$ cat config.mk
export PLATFORM = sky130hd
export DESIGN_NAME = lsb_stego_extract_core_flat
export DESIGN_NICKNAME = d
export VERILOG_FILES = /design/src/rtl/core/lsbse_pkg.sv /design/src/rtl/core/lsbse_in_if.sv /design/src/rtl/core/lsbse_out_if.sv /design/src/rtl/core/lsbse_cell.sv /design/src/rtl/core/lsbse_out_buf.sv /design/src/rtl/core/lsb_stego_extract_core.sv /design/src/flat_wrapper.sv
export SDC_FILE = /design/constraint.sdc
export NUM_CORES = 1
export LEC_CHECK = 0
export ABC_AREA = 1
export BUFFER_PORTS_ARGS = -buffer_cell sky130_fd_sc_hd__buf_2
export CORE_MARGIN = 5
export CORE_UTILIZATION = 30
export DETAILED_ROUTE_END_ITERATION = 12
export GPL_TIMING_DRIVEN = 1
export MAX_ROUTING_LAYER = met4
export PLACE_DENSITY = 0.52
export SYNTH_ARGS = -nofsm -noshare
export SYNTH_HDL_FRONTEND = slang
export SYNTH_HIERARCHICAL = 1
export SYNTH_SLANG_ARGS = --single-unit
export TNS_END_PERCENT = 100
$ cat constraint.sdc
create_clock -name clk_i -period 3.1 [get_ports clk_i]
set_input_delay 0.465 -clock clk_i [delete_from_list [all_inputs] [get_ports clk_i]]
set_output_delay 0.465 -clock clk_i [all_outputs]
set_load 0.05 [all_outputs]
$ cat src/rtl/core/lsbse_pkg.sv
// ----------------------------------------------------------------------------
// lsbse_pkg
// Shared types and constants for the LSB steganography extractor.
// ----------------------------------------------------------------------------
package lsbse_pkg;

  // Default end marker length, in bytes
  localparam int unsigned MARKER_LEN_DEF = 7;
  localparam int unsigned MARKER_TABLE_LEN = 16;

  // End marker "$!EOM!$"; the unused tail is zero and can never match
  localparam logic [7:0] END_MARKER [MARKER_TABLE_LEN] = '{
    8'h24, 8'h21, 8'h45, 8'h4F, 8'h4D, 8'h21, 8'h24, 8'h00,
    8'h00, 8'h00, 8'h00, 8'h00, 8'h00, 8'h00, 8'h00, 8'h00
  };

  typedef enum logic [1:0] {
    ST_DATA      = 2'd0,
    ST_FOUND     = 2'd1,
    ST_NOT_FOUND = 2'd2
  } status_e;

  typedef struct packed {
    logic [7:0] data_byte;
    status_e    status;
    logic       is_last;
  } lsbse_res_t;

endpackage

$ cat src/rtl/core/lsbse_in_if.sv
// ----------------------------------------------------------------------------
// lsbse_in_if
// Input channel: one colour channel byte per word.
// ----------------------------------------------------------------------------
interface lsbse_in_if;
  logic       valid;
  logic       ready;
  logic [7:0] channel_byte;
  logic       last_channel;

  modport source (output valid, output channel_byte, output last_channel, input ready);
  modport sink   (input valid, input channel_byte, input last_channel, output ready);
endinterface

$ cat src/rtl/core/lsbse_out_if.sv
// ----------------------------------------------------------------------------
// lsbse_out_if
// Output channel: recovered message byte or closing status per word.
// ----------------------------------------------------------------------------
interface lsbse_out_if;
  logic       valid;
  logic       ready;
  logic [7:0] data_byte;
  logic [1:0] status;
  logic       is_last;

  modport source (output valid, output data_byte, output status, output is_last, input ready);
  modport sink   (input valid, input data_byte, input status, input is_last, output ready);
endinterface

$ cat src/rtl/core/lsbse_cell.sv
// ----------------------------------------------------------------------------
// lsbse_cell
// One byte of the look-back window: holds a decoded byte, hands it to the
// older neighbour on each push and compares it with its marker character.
// ----------------------------------------------------------------------------
module lsbse_cell #(
  parameter logic [7:0] MARKER_BYTE = 8'h00
) (
  input  logic       clk_i,
  input  logic       shift_i,
  input  logic [7:0] byte_i,
  output logic [7:0] byte_o,
  output logic       match_o
);

  logic [7:0] byte_q;
  logic [7:0] byte_d;

  always_comb begin
    byte_d = byte_q;
    if (shift_i) begin
      byte_d = byte_i;
    end
  end

  always_ff @(posedge clk_i) begin
    byte_q <= byte_d;
  end

  assign byte_o  = byte_q;
  assign match_o = (byte_q == MARKER_BYTE);

endmodule

$ cat src/rtl/core/lsbse_out_buf.sv
// ----------------------------------------------------------------------------
// lsbse_out_buf
// Two-entry output buffer: registered result plus a skid entry, so the
// decoder's ready never waits on the consumer's ready; it drops only when
// both entries are full.
// ----------------------------------------------------------------------------
module lsbse_out_buf
  import lsbse_pkg::*;
(
  input  logic       clk_i,
  input  logic       rst_ni,
  input  logic       push_i,
  input  lsbse_res_t push_data_i,
  output logic       space_o,
  input  logic       pop_ready_i,
  output logic       valid_o,
  output lsbse_res_t data_o
);

  lsbse_res_t e0_q, e0_d;
  lsbse_res_t e1_q, e1_d;
  logic [1:0] cnt_q, cnt_d;
  logic       pop;

  assign valid_o = (cnt_q != 2'd0);
  assign space_o = (cnt_q != 2'd2);
  assign data_o  = e0_q;
  assign pop     = valid_o && pop_ready_i;

  always_comb begin
    e0_d  = e0_q;
    e1_d  = e1_q;
    cnt_d = cnt_q + 2'(push_i) - 2'(pop);
    if (pop) begin
      if (cnt_q == 2'd2) begin
        e0_d = e1_q;
      end else if (push_i) begin
        e0_d = push_data_i;
      end
    end else if (push_i) begin
      if (cnt_q == 2'd0) begin
        e0_d = push_data_i;
      end else begin
        e1_d = push_data_i;
      end
    end
  end

  always_ff @(posedge clk_i or negedge rst_ni) begin
    if (!rst_ni) begin
      cnt_q <= 2'd0;
    end else begin
      cnt_q <= cnt_d;
    end
  end

  always_ff @(posedge clk_i) begin
    e0_q <= e0_d;
    e1_q <= e1_d;
  end

endmodule

$ cat src/rtl/core/lsb_stego_extract_core.sv
// ----------------------------------------------------------------------------
// lsb_stego_extract_core
// Recovers a message from the least significant bits of image channel bytes.
// ----------------------------------------------------------------------------
// Takes one channel byte per cycle while the buffer has space and returns at
// most one registered word per input word. Bit 0 of each channel byte is packed
// into a message byte, first bit lowest. Decoded bytes pass through a row of
// MARKER_LEN-1 window cells that shift on every completed byte; each cell
// compares itself with its marker character, so the end marker is found in
// the cycle its last byte completes. A byte is sent (status data) once it
// leaves the window. On a match a found word closes the image and the rest of
// it is skipped up to the last channel; at the last channel without a match a
// not-found word closes it, and bytes already sent are to be discarded. After
// a zero byte no match is possible in that image. A two-entry output buffer
// holds words while the consumer stalls; the input is held off only once both
// entries are full.
// ----------------------------------------------------------------------------
module lsb_stego_extract_core
  import lsbse_pkg::*;
#(
  parameter int unsigned MARKER_LEN = MARKER_LEN_DEF
) (
  input  logic      clk_i,
  input  logic      rst_ni,
  lsbse_in_if.sink  in_i,
  lsbse_out_if.source out_o
);

  localparam int unsigned NCELL   = (MARKER_LEN > 1) ? MARKER_LEN - 1 : 1;
  localparam int unsigned FW      = $clog2(MARKER_LEN + 1);
  localparam logic [FW-1:0] FILL_MAX = FW'(MARKER_LEN - 1);
  localparam logic [7:0] LAST_MARK = END_MARKER[MARKER_LEN - 1];

  logic [2:0]    cnt_q, cnt_d;
  logic [7:0]    partial_q, partial_d;
  logic [FW-1:0] fill_q, fill_d;
  logic          zero_q, zero_d;
  logic          found_q, found_d;

  logic          in_fire;
  logic          buf_space;
  logic [7:0]    byte_new;
  logic          byte_done;
  logic          push;
  logic          win_match;
  logic          res_valid;
  lsbse_res_t    res;
  lsbse_res_t    out_res;

  logic [7:0]    cell_byte  [NCELL];
  logic [NCELL-1:0] cell_match;

  assign in_i.ready = buf_space;
  assign in_fire    = in_i.valid && buf_space;
  assign byte_new   = partial_q | ({7'd0, in_i.channel_byte[0]} << cnt_q);
  assign byte_done  = (cnt_q == 3'd7);
  assign win_match  = !zero_q && (fill_q == FILL_MAX) && (&cell_match)
                      && (byte_new == LAST_MARK);

  // Window row: newest byte enters the tail, the oldest leaves at cell 0
  generate
    if (MARKER_LEN > 1) begin : g_win
      for (genvar k = 0; k < NCELL; k++) begin : g_cell
        logic [7:0] feed;
        if (k == NCELL - 1) begin : g_tail
          assign feed = byte_new;
        end else begin : g_mid
          assign feed = cell_byte[k+1];
        end
        lsbse_cell #(
          .MARKER_BYTE (END_MARKER[k])
        ) u_cell (
          .clk_i   (clk_i),
          .shift_i (push),
          .byte_i  (feed),
          .byte_o  (cell_byte[k]),
          .match_o (cell_match[k])
        );
      end
    end else begin : g_nowin
      assign cell_byte[0]  = byte_new;
      assign cell_match[0] = 1'b1;
    end
  endgenerate

  always_comb begin
    cnt_d     = cnt_q;
    partial_d = partial_q;
    fill_d    = fill_q;
    zero_d    = zero_q;
    found_d   = found_q;
    push      = 1'b0;
    res_valid = 1'b0;
    res       = '{data_byte: 8'd0, status: ST_DATA, is_last: 1'b0};
    if (in_fire) begin
      if (found_q) begin
        // skip the rest of the image
        if (in_i.last_channel) begin
          found_d = 1'b0;
          zero_d  = 1'b0;
          fill_d  = '0;
        end
      end else if (!byte_done) begin
        cnt_d     = cnt_q + 3'd1;
        partial_d = byte_new;
        if (in_i.last_channel) begin
          cnt_d     = 3'd0;
          partial_d = 8'd0;
          fill_d    = '0;
          zero_d    = 1'b0;
          res_valid = 1'b1;
          res       = '{data_byte: 8'd0, status: ST_NOT_FOUND, is_last: 1'b1};
        end
      end else begin
        cnt_d     = 3'd0;
        partial_d = 8'd0;
        if (win_match) begin
          res_valid = 1'b1;
          res       = '{data_byte: 8'd0, status: ST_FOUND, is_last: 1'b1};
          if (in_i.last_channel) begin
            fill_d = '0;
            zero_d = 1'b0;
          end else begin
            found_d = 1'b1;
          end
        end else if (in_i.last_channel) begin
          fill_d    = '0;
          zero_d    = 1'b0;
          res_valid = 1'b1;
          res       = '{data_byte: 8'd0, status: ST_NOT_FOUND, is_last: 1'b1};
        end else begin
          push = 1'b1;
          if (byte_new == 8'd0) begin
            zero_d = 1'b1;
          end
          if (fill_q != FILL_MAX) begin
            fill_d = fill_q + FW'(1);
          end else begin
            // oldest byte leaves the window
            res_valid = 1'b1;
            res       = '{data_byte: cell_byte[0], status: ST_DATA, is_last: 1'b0};
          end
        end
      end
    end
  end

  always_ff @(posedge clk_i or negedge rst_ni) begin
    if (!rst_ni) begin
      cnt_q     <= 3'd0;
      partial_q <= 8'd0;
      fill_q    <= '0;
      zero_q    <= 1'b0;
      found_q   <= 1'b0;
    end else begin
      cnt_q     <= cnt_d;
      partial_q <= partial_d;
      fill_q    <= fill_d;
      zero_q    <= zero_d;
      found_q   <= found_d;
    end
  end

  lsbse_out_buf u_out_buf (
    .clk_i       (clk_i),
    .rst_ni      (rst_ni),
    .push_i      (res_valid),
    .push_data_i (res),
    .space_o     (buf_space),
    .pop_ready_i (out_o.ready),
    .valid_o     (out_o.valid),
    .data_o      (out_res)
  );

  assign out_o.data_byte = out_res.data_byte;
  assign out_o.status    = out_res.status;
  assign out_o.is_last   = out_res.is_last;

`ifndef SYNTHESIS
  a_fill_range: assert property (@(posedge clk_i) disable iff (!rst_ni)
    fill_q <= FILL_MAX)
    else $error("window fill above capacity");

  a_skip_silent: assert property (@(posedge clk_i) disable iff (!rst_ni)
    (in_fire && found_q) |-> !res_valid && !push)
    else $error("result or window push while skipping image");

  a_image_close: assert property (@(posedge clk_i) disable iff (!rst_ni)
    (in_fire && in_i.last_channel) |=> (fill_q == '0) && !found_q && !zero_q
                                       && (cnt_q == 3'd0))
    else $error("state not cleared after last channel");
`endif

endmodule

$ cat src/flat_wrapper.sv
// flat-port wrapper written by rule: the top's interface ports become plain ports
module lsb_stego_extract_core_flat import lsbse_pkg::*;
#(
  parameter int unsigned MARKER_LEN = MARKER_LEN_DEF
)
  (clk_i, rst_ni, in_i_valid, in_i_channel_byte, in_i_last_channel, in_i_ready, out_o_valid, out_o_data_byte, out_o_status, out_o_is_last, out_o_ready);
  lsbse_in_if in_i_i ();
  lsbse_out_if out_o_i ();
  input  logic clk_i;
  input  logic rst_ni;
  input wire logic [$bits(in_i_i.valid)-1:0] in_i_valid;
  input wire logic [$bits(in_i_i.channel_byte)-1:0] in_i_channel_byte;
  input wire logic [$bits(in_i_i.last_channel)-1:0] in_i_last_channel;
  output wire logic [$bits(in_i_i.ready)-1:0] in_i_ready;
  output wire logic [$bits(out_o_i.valid)-1:0] out_o_valid;
  output wire logic [$bits(out_o_i.data_byte)-1:0] out_o_data_byte;
  output wire logic [$bits(out_o_i.status)-1:0] out_o_status;
  output wire logic [$bits(out_o_i.is_last)-1:0] out_o_is_last;
  input wire logic [$bits(out_o_i.ready)-1:0] out_o_ready;
  assign in_i_i.valid = in_i_valid;
  assign in_i_i.channel_byte = in_i_channel_byte;
  assign in_i_i.last_channel = in_i_last_channel;
  assign in_i_ready = in_i_i.ready;
  assign out_o_valid = out_o_i.valid;
  assign out_o_data_byte = out_o_i.data_byte;
  assign out_o_status = out_o_i.status;
  assign out_o_is_last = out_o_i.is_last;
  assign out_o_i.ready = out_o_ready;
  lsb_stego_extract_core #(.MARKER_LEN(MARKER_LEN)) u_core (.clk_i(clk_i), .rst_ni(rst_ni), .in_i(in_i_i), .out_o(out_o_i));
endmodule
==> run_results.csv <==
group,metric,value,unit
cts,cts_sinks,88,
global_routing,grt_pass1_vias,2195,
sta,max_slew_margin,0.627,
synth,synth_xor_area_frac,0.00233,
global_routing,grt_first_pass_wirelength,10.4,mm
worst_setup_path,path_cells,"inv_2, nor2_4, inv_1, nand2_1, nor2_2, inv_1, nor2_1, buf_4, nand2_1, nand2_1, inv_1, ha_1, inv_1, ha_1, inv_1, nand2_1, nand2_1",
worst_setup_path,critPathBufInv,7,
worst_setup_path,cp_top_family,"simple AND/OR/NAND/NOR gates",
synth,yosys_register_bits,88,
detailed_routing,via_count,2290,
synth,synth_top_family_by_area,"simple AND/OR/NAND/NOR gates",
die,design.die.area,14900,µm²
synth,ys_types,29,
synth,avgSynthCellArea,10.8,µm²
worst_setup_path,reg2reg_to,"u_core/u_out_buf/cnt_q[1]",
synth,synthesis.area,3760,µm²
global_routing,antenna_found_initial,0,
cts,cts_setup_buffers,0,
synth,syn_inst,348,
job,drv_cap,0,
worst_setup_path,path_class,"reg -> reg",
die,dieHeight,122,µm
worst_setup_path,cp_max_fo,14,
sta,slew_violations,0,
worst_setup_path,slowest_stage,"nor2_2",
global_routing,grtUsageTotal,0.0918,
sta,rsz0062_at_grt,"false",
cts,cts_tree,"done",
place,port-buffer-count,18,
worst_setup_path,required,3.33,ns
worst_setup_path,critPathArrivalTime,2.89,ns
synth,synthMuxAreaShare,0,
synth,yosys.area_share.simple,0.214,
sta,post-route-period-util,0.861,
place,gp_congestion,0.804,
synth,synth_compound_area_frac,0.0283,
die,core_area,12500,µm²
worst_setup_path,start_kind,"register",
power_and_ir_drop,max-vdd-ir-drop,0.284,mV
worst_setup_path,worstRegToRegCells,17,
sta,worstMarginPinSlew,0.559,ns
synth,yosys_warnings,6,
worst_setup_path,cpPeakStageDelay,0.46,ns
detailed_routing,detail_route.wl_per_cell,10.9,µm
place,hpwlAfterDp,4.34,mm
layout,syn_to_final_growth,16.1,%
synth,synthAdderAreaFrac,0.0200,
worst_setup_path,cp_num_cells,17,
min_path,hp-class,"in -> async",
cts,clk_pin_slew,0.06,ns
die,io_pins,26,
detailed_routing,drtAntennaViolNets,0,
power_and_ir_drop,p_leak,1.79,nW
sta,period_minus_slack,2.67,ns
worst_setup_path,cp-end-kind,"register",
run_status,status,"finished, final reports clean",
layout,layout.nets,396,
sta,fin_skew,0.00664,ns
synth,syn_nets,367,
power_and_ir_drop,powerDensity,717,nW/µm²
detailed_routing,drcViolationCount,0,
sta,fmax,375,MHz
layout,diodes,0,
cts,clockRootBuffer,"clkbuf_16",
detailed_routing,drt_first_iter_violations,135,
synth,yosysSeqAreaShare,0.678,
worst_setup_path,r2r_setup_slack,0.43,ns
worst_setup_path,r2r-start,"u_core/u_out_buf/cnt_q[1]",
layout,final_core_utilization,0.350,
cts,clk-insertion-delay-late,0.33,ns
layout,drive_gt1_frac,0.152,
detailed_routing,wirelength,6.01,mm
global_routing,grt-ovfl-total,0,
sta,hold_viol,0,
sta,setup_viol,0,
die,start_util,0.302,
die,std_cell_rows,41,
cts,cts_buffer_depth,2,
die,die_width,122,µm
detailed_routing,drtPass1Iterations,4,
global_routing,grt_start_max_net_pins,49,
cts,cts_made_buffers,9,
cts,h-tree-depth,3,
sta,tns,0,ns
detailed_routing,avgViaCountPerCell,4.14,
cell families after synthesis:
kind of cell,count (synthesis)
compound gates,18
xor+xnor,1
fa+ha+maj,6
buf+inv,54
simple gates,181
flops,88
synthesized netlist by cell type (all sizes together):
master / count / area share
nand2: 80 / 0.086
edfxtp: 70 / 0.56
nor2: 66 / 0.076
inv: 48 / 0.048
nand3: 26 / 0.037
dfrtp: 18 / 0.12
o21ai: 8 / 0.011
ha: 6 / 0.020
a21oi: 5 / 0.0076
nand4: 4 / 0.0067
nor3: 4 / 0.0053
a211oi: 3 / 0.0060
buf: 3 / 0.0063
clkinv: 2 / 0.0020
a22oi: 1 / 0.0020
clkbuf: 1 / 0.0010
nor4: 1 / 0.0017
o211ai: 1 / 0.0020
xor2: 1 / 0.0023
sequential cells by signal, summed over array words and instances, names as in the netlist:
| register | flops |
|---|---|
| u_core/partial_q | 8 |
| u_core/found_q | 1 |
| u_core/g_win.g_cell.u_cell/byte_o | 48 |
| u_core/fill_q | 3 |
| u_core/u_out_buf/data_o | 11 |
| u_core/u_out_buf/cnt_q | 2 |
| u_core/cnt_q | 3 |
| u_core/u_out_buf/e1_q | 11 |
| u_core/zero_q | 1 |
area by class of cell:
class	instances	area, µm²
fillers	1244	8100
flip-flops and latches	88	2550
multi-input cells	206	1000
clock buffers	11	233
well taps	172	215
inverters	50	188
repair buffers	22	133
clock inverters	4	46.3
timing repair:
action | in CTS | in global routing
hold endpoints to repair | 0 | 0
gates resized for setup | 0 | 1
hold buffers | 0 | 0
endpoints found under the setup margin | 0 | 24
power breakdown:
group	internal, mW	total, mW	switching (mW)
combinational	0.160	0.667	0.507
sequential	1.39	1.45	0.0585
clock	0.616	1.02	0.402
total	2.17	3.13	0.967
cell usage in the layout, fill, tap and decap left out, types with 3 or more instances in the layout:
cell type and count:
nand2_1 74, edfxtp_1 70, nor2_1 53, inv_1 47
nand3_1 24, buf_2 18, dfrtp_1 18, nor2_2 11
clkbuf_16 9, o21ai_0 6, ha_1 6, nand4_1 4
nand2_2 4, a21oi_1 4, clkinv_1 3, nor3_1 3
a211oi_1 3, buf_4 3
per-stage QoR:
step	cell area, µm²	worst slack [ns]	power, mW	hold WS [ns]	std cells
2_1_floorplan	3770	0.204	1.99	0.169	348
3_3_place_gp	4090	0.237	2.13	0.420	538
4_1_cts	4370	0.138	3.18	0.0697	553
5_1_grt	4370	0.0713	3.32	0.0859	553
6_report	4370	0.432	3.13	0.0711	553
3_5_place_dp	4090	0.159	2.15	0.431	538
per-layer routing:
metal	up-vias	track usage	part of all wire
met5	-	-	0
met4	0	0.0280	0.015
met3	11	0.0306	0.040
met2	35	0.140	0.48
met1	1046	0.117	0.47
li1	1198	-	-
worst max path at each step:
stage | end | startpoint | slack, ns
floorplan | u_core/u_out_buf/e1_q[0] | u_core/u_out_buf/cnt_q[1] | 0.20
global placement | u_core/u_out_buf/cnt_q[1] | u_core/u_out_buf/cnt_q[1] | 0.24
detailed placement | u_core/u_out_buf/cnt_q[1] | u_core/u_out_buf/cnt_q[1] | 0.16
CTS | u_core/u_out_buf/cnt_q[1] | u_core/u_out_buf/cnt_q[1] | 0.14
global route | u_core/u_out_buf/cnt_q[1] | u_core/u_out_buf/cnt_q[1] | 0.07
finish | u_core/u_out_buf/cnt_q[1] | u_core/u_out_buf/cnt_q[1] | 0.43
(Power assumes the default switching activity.)
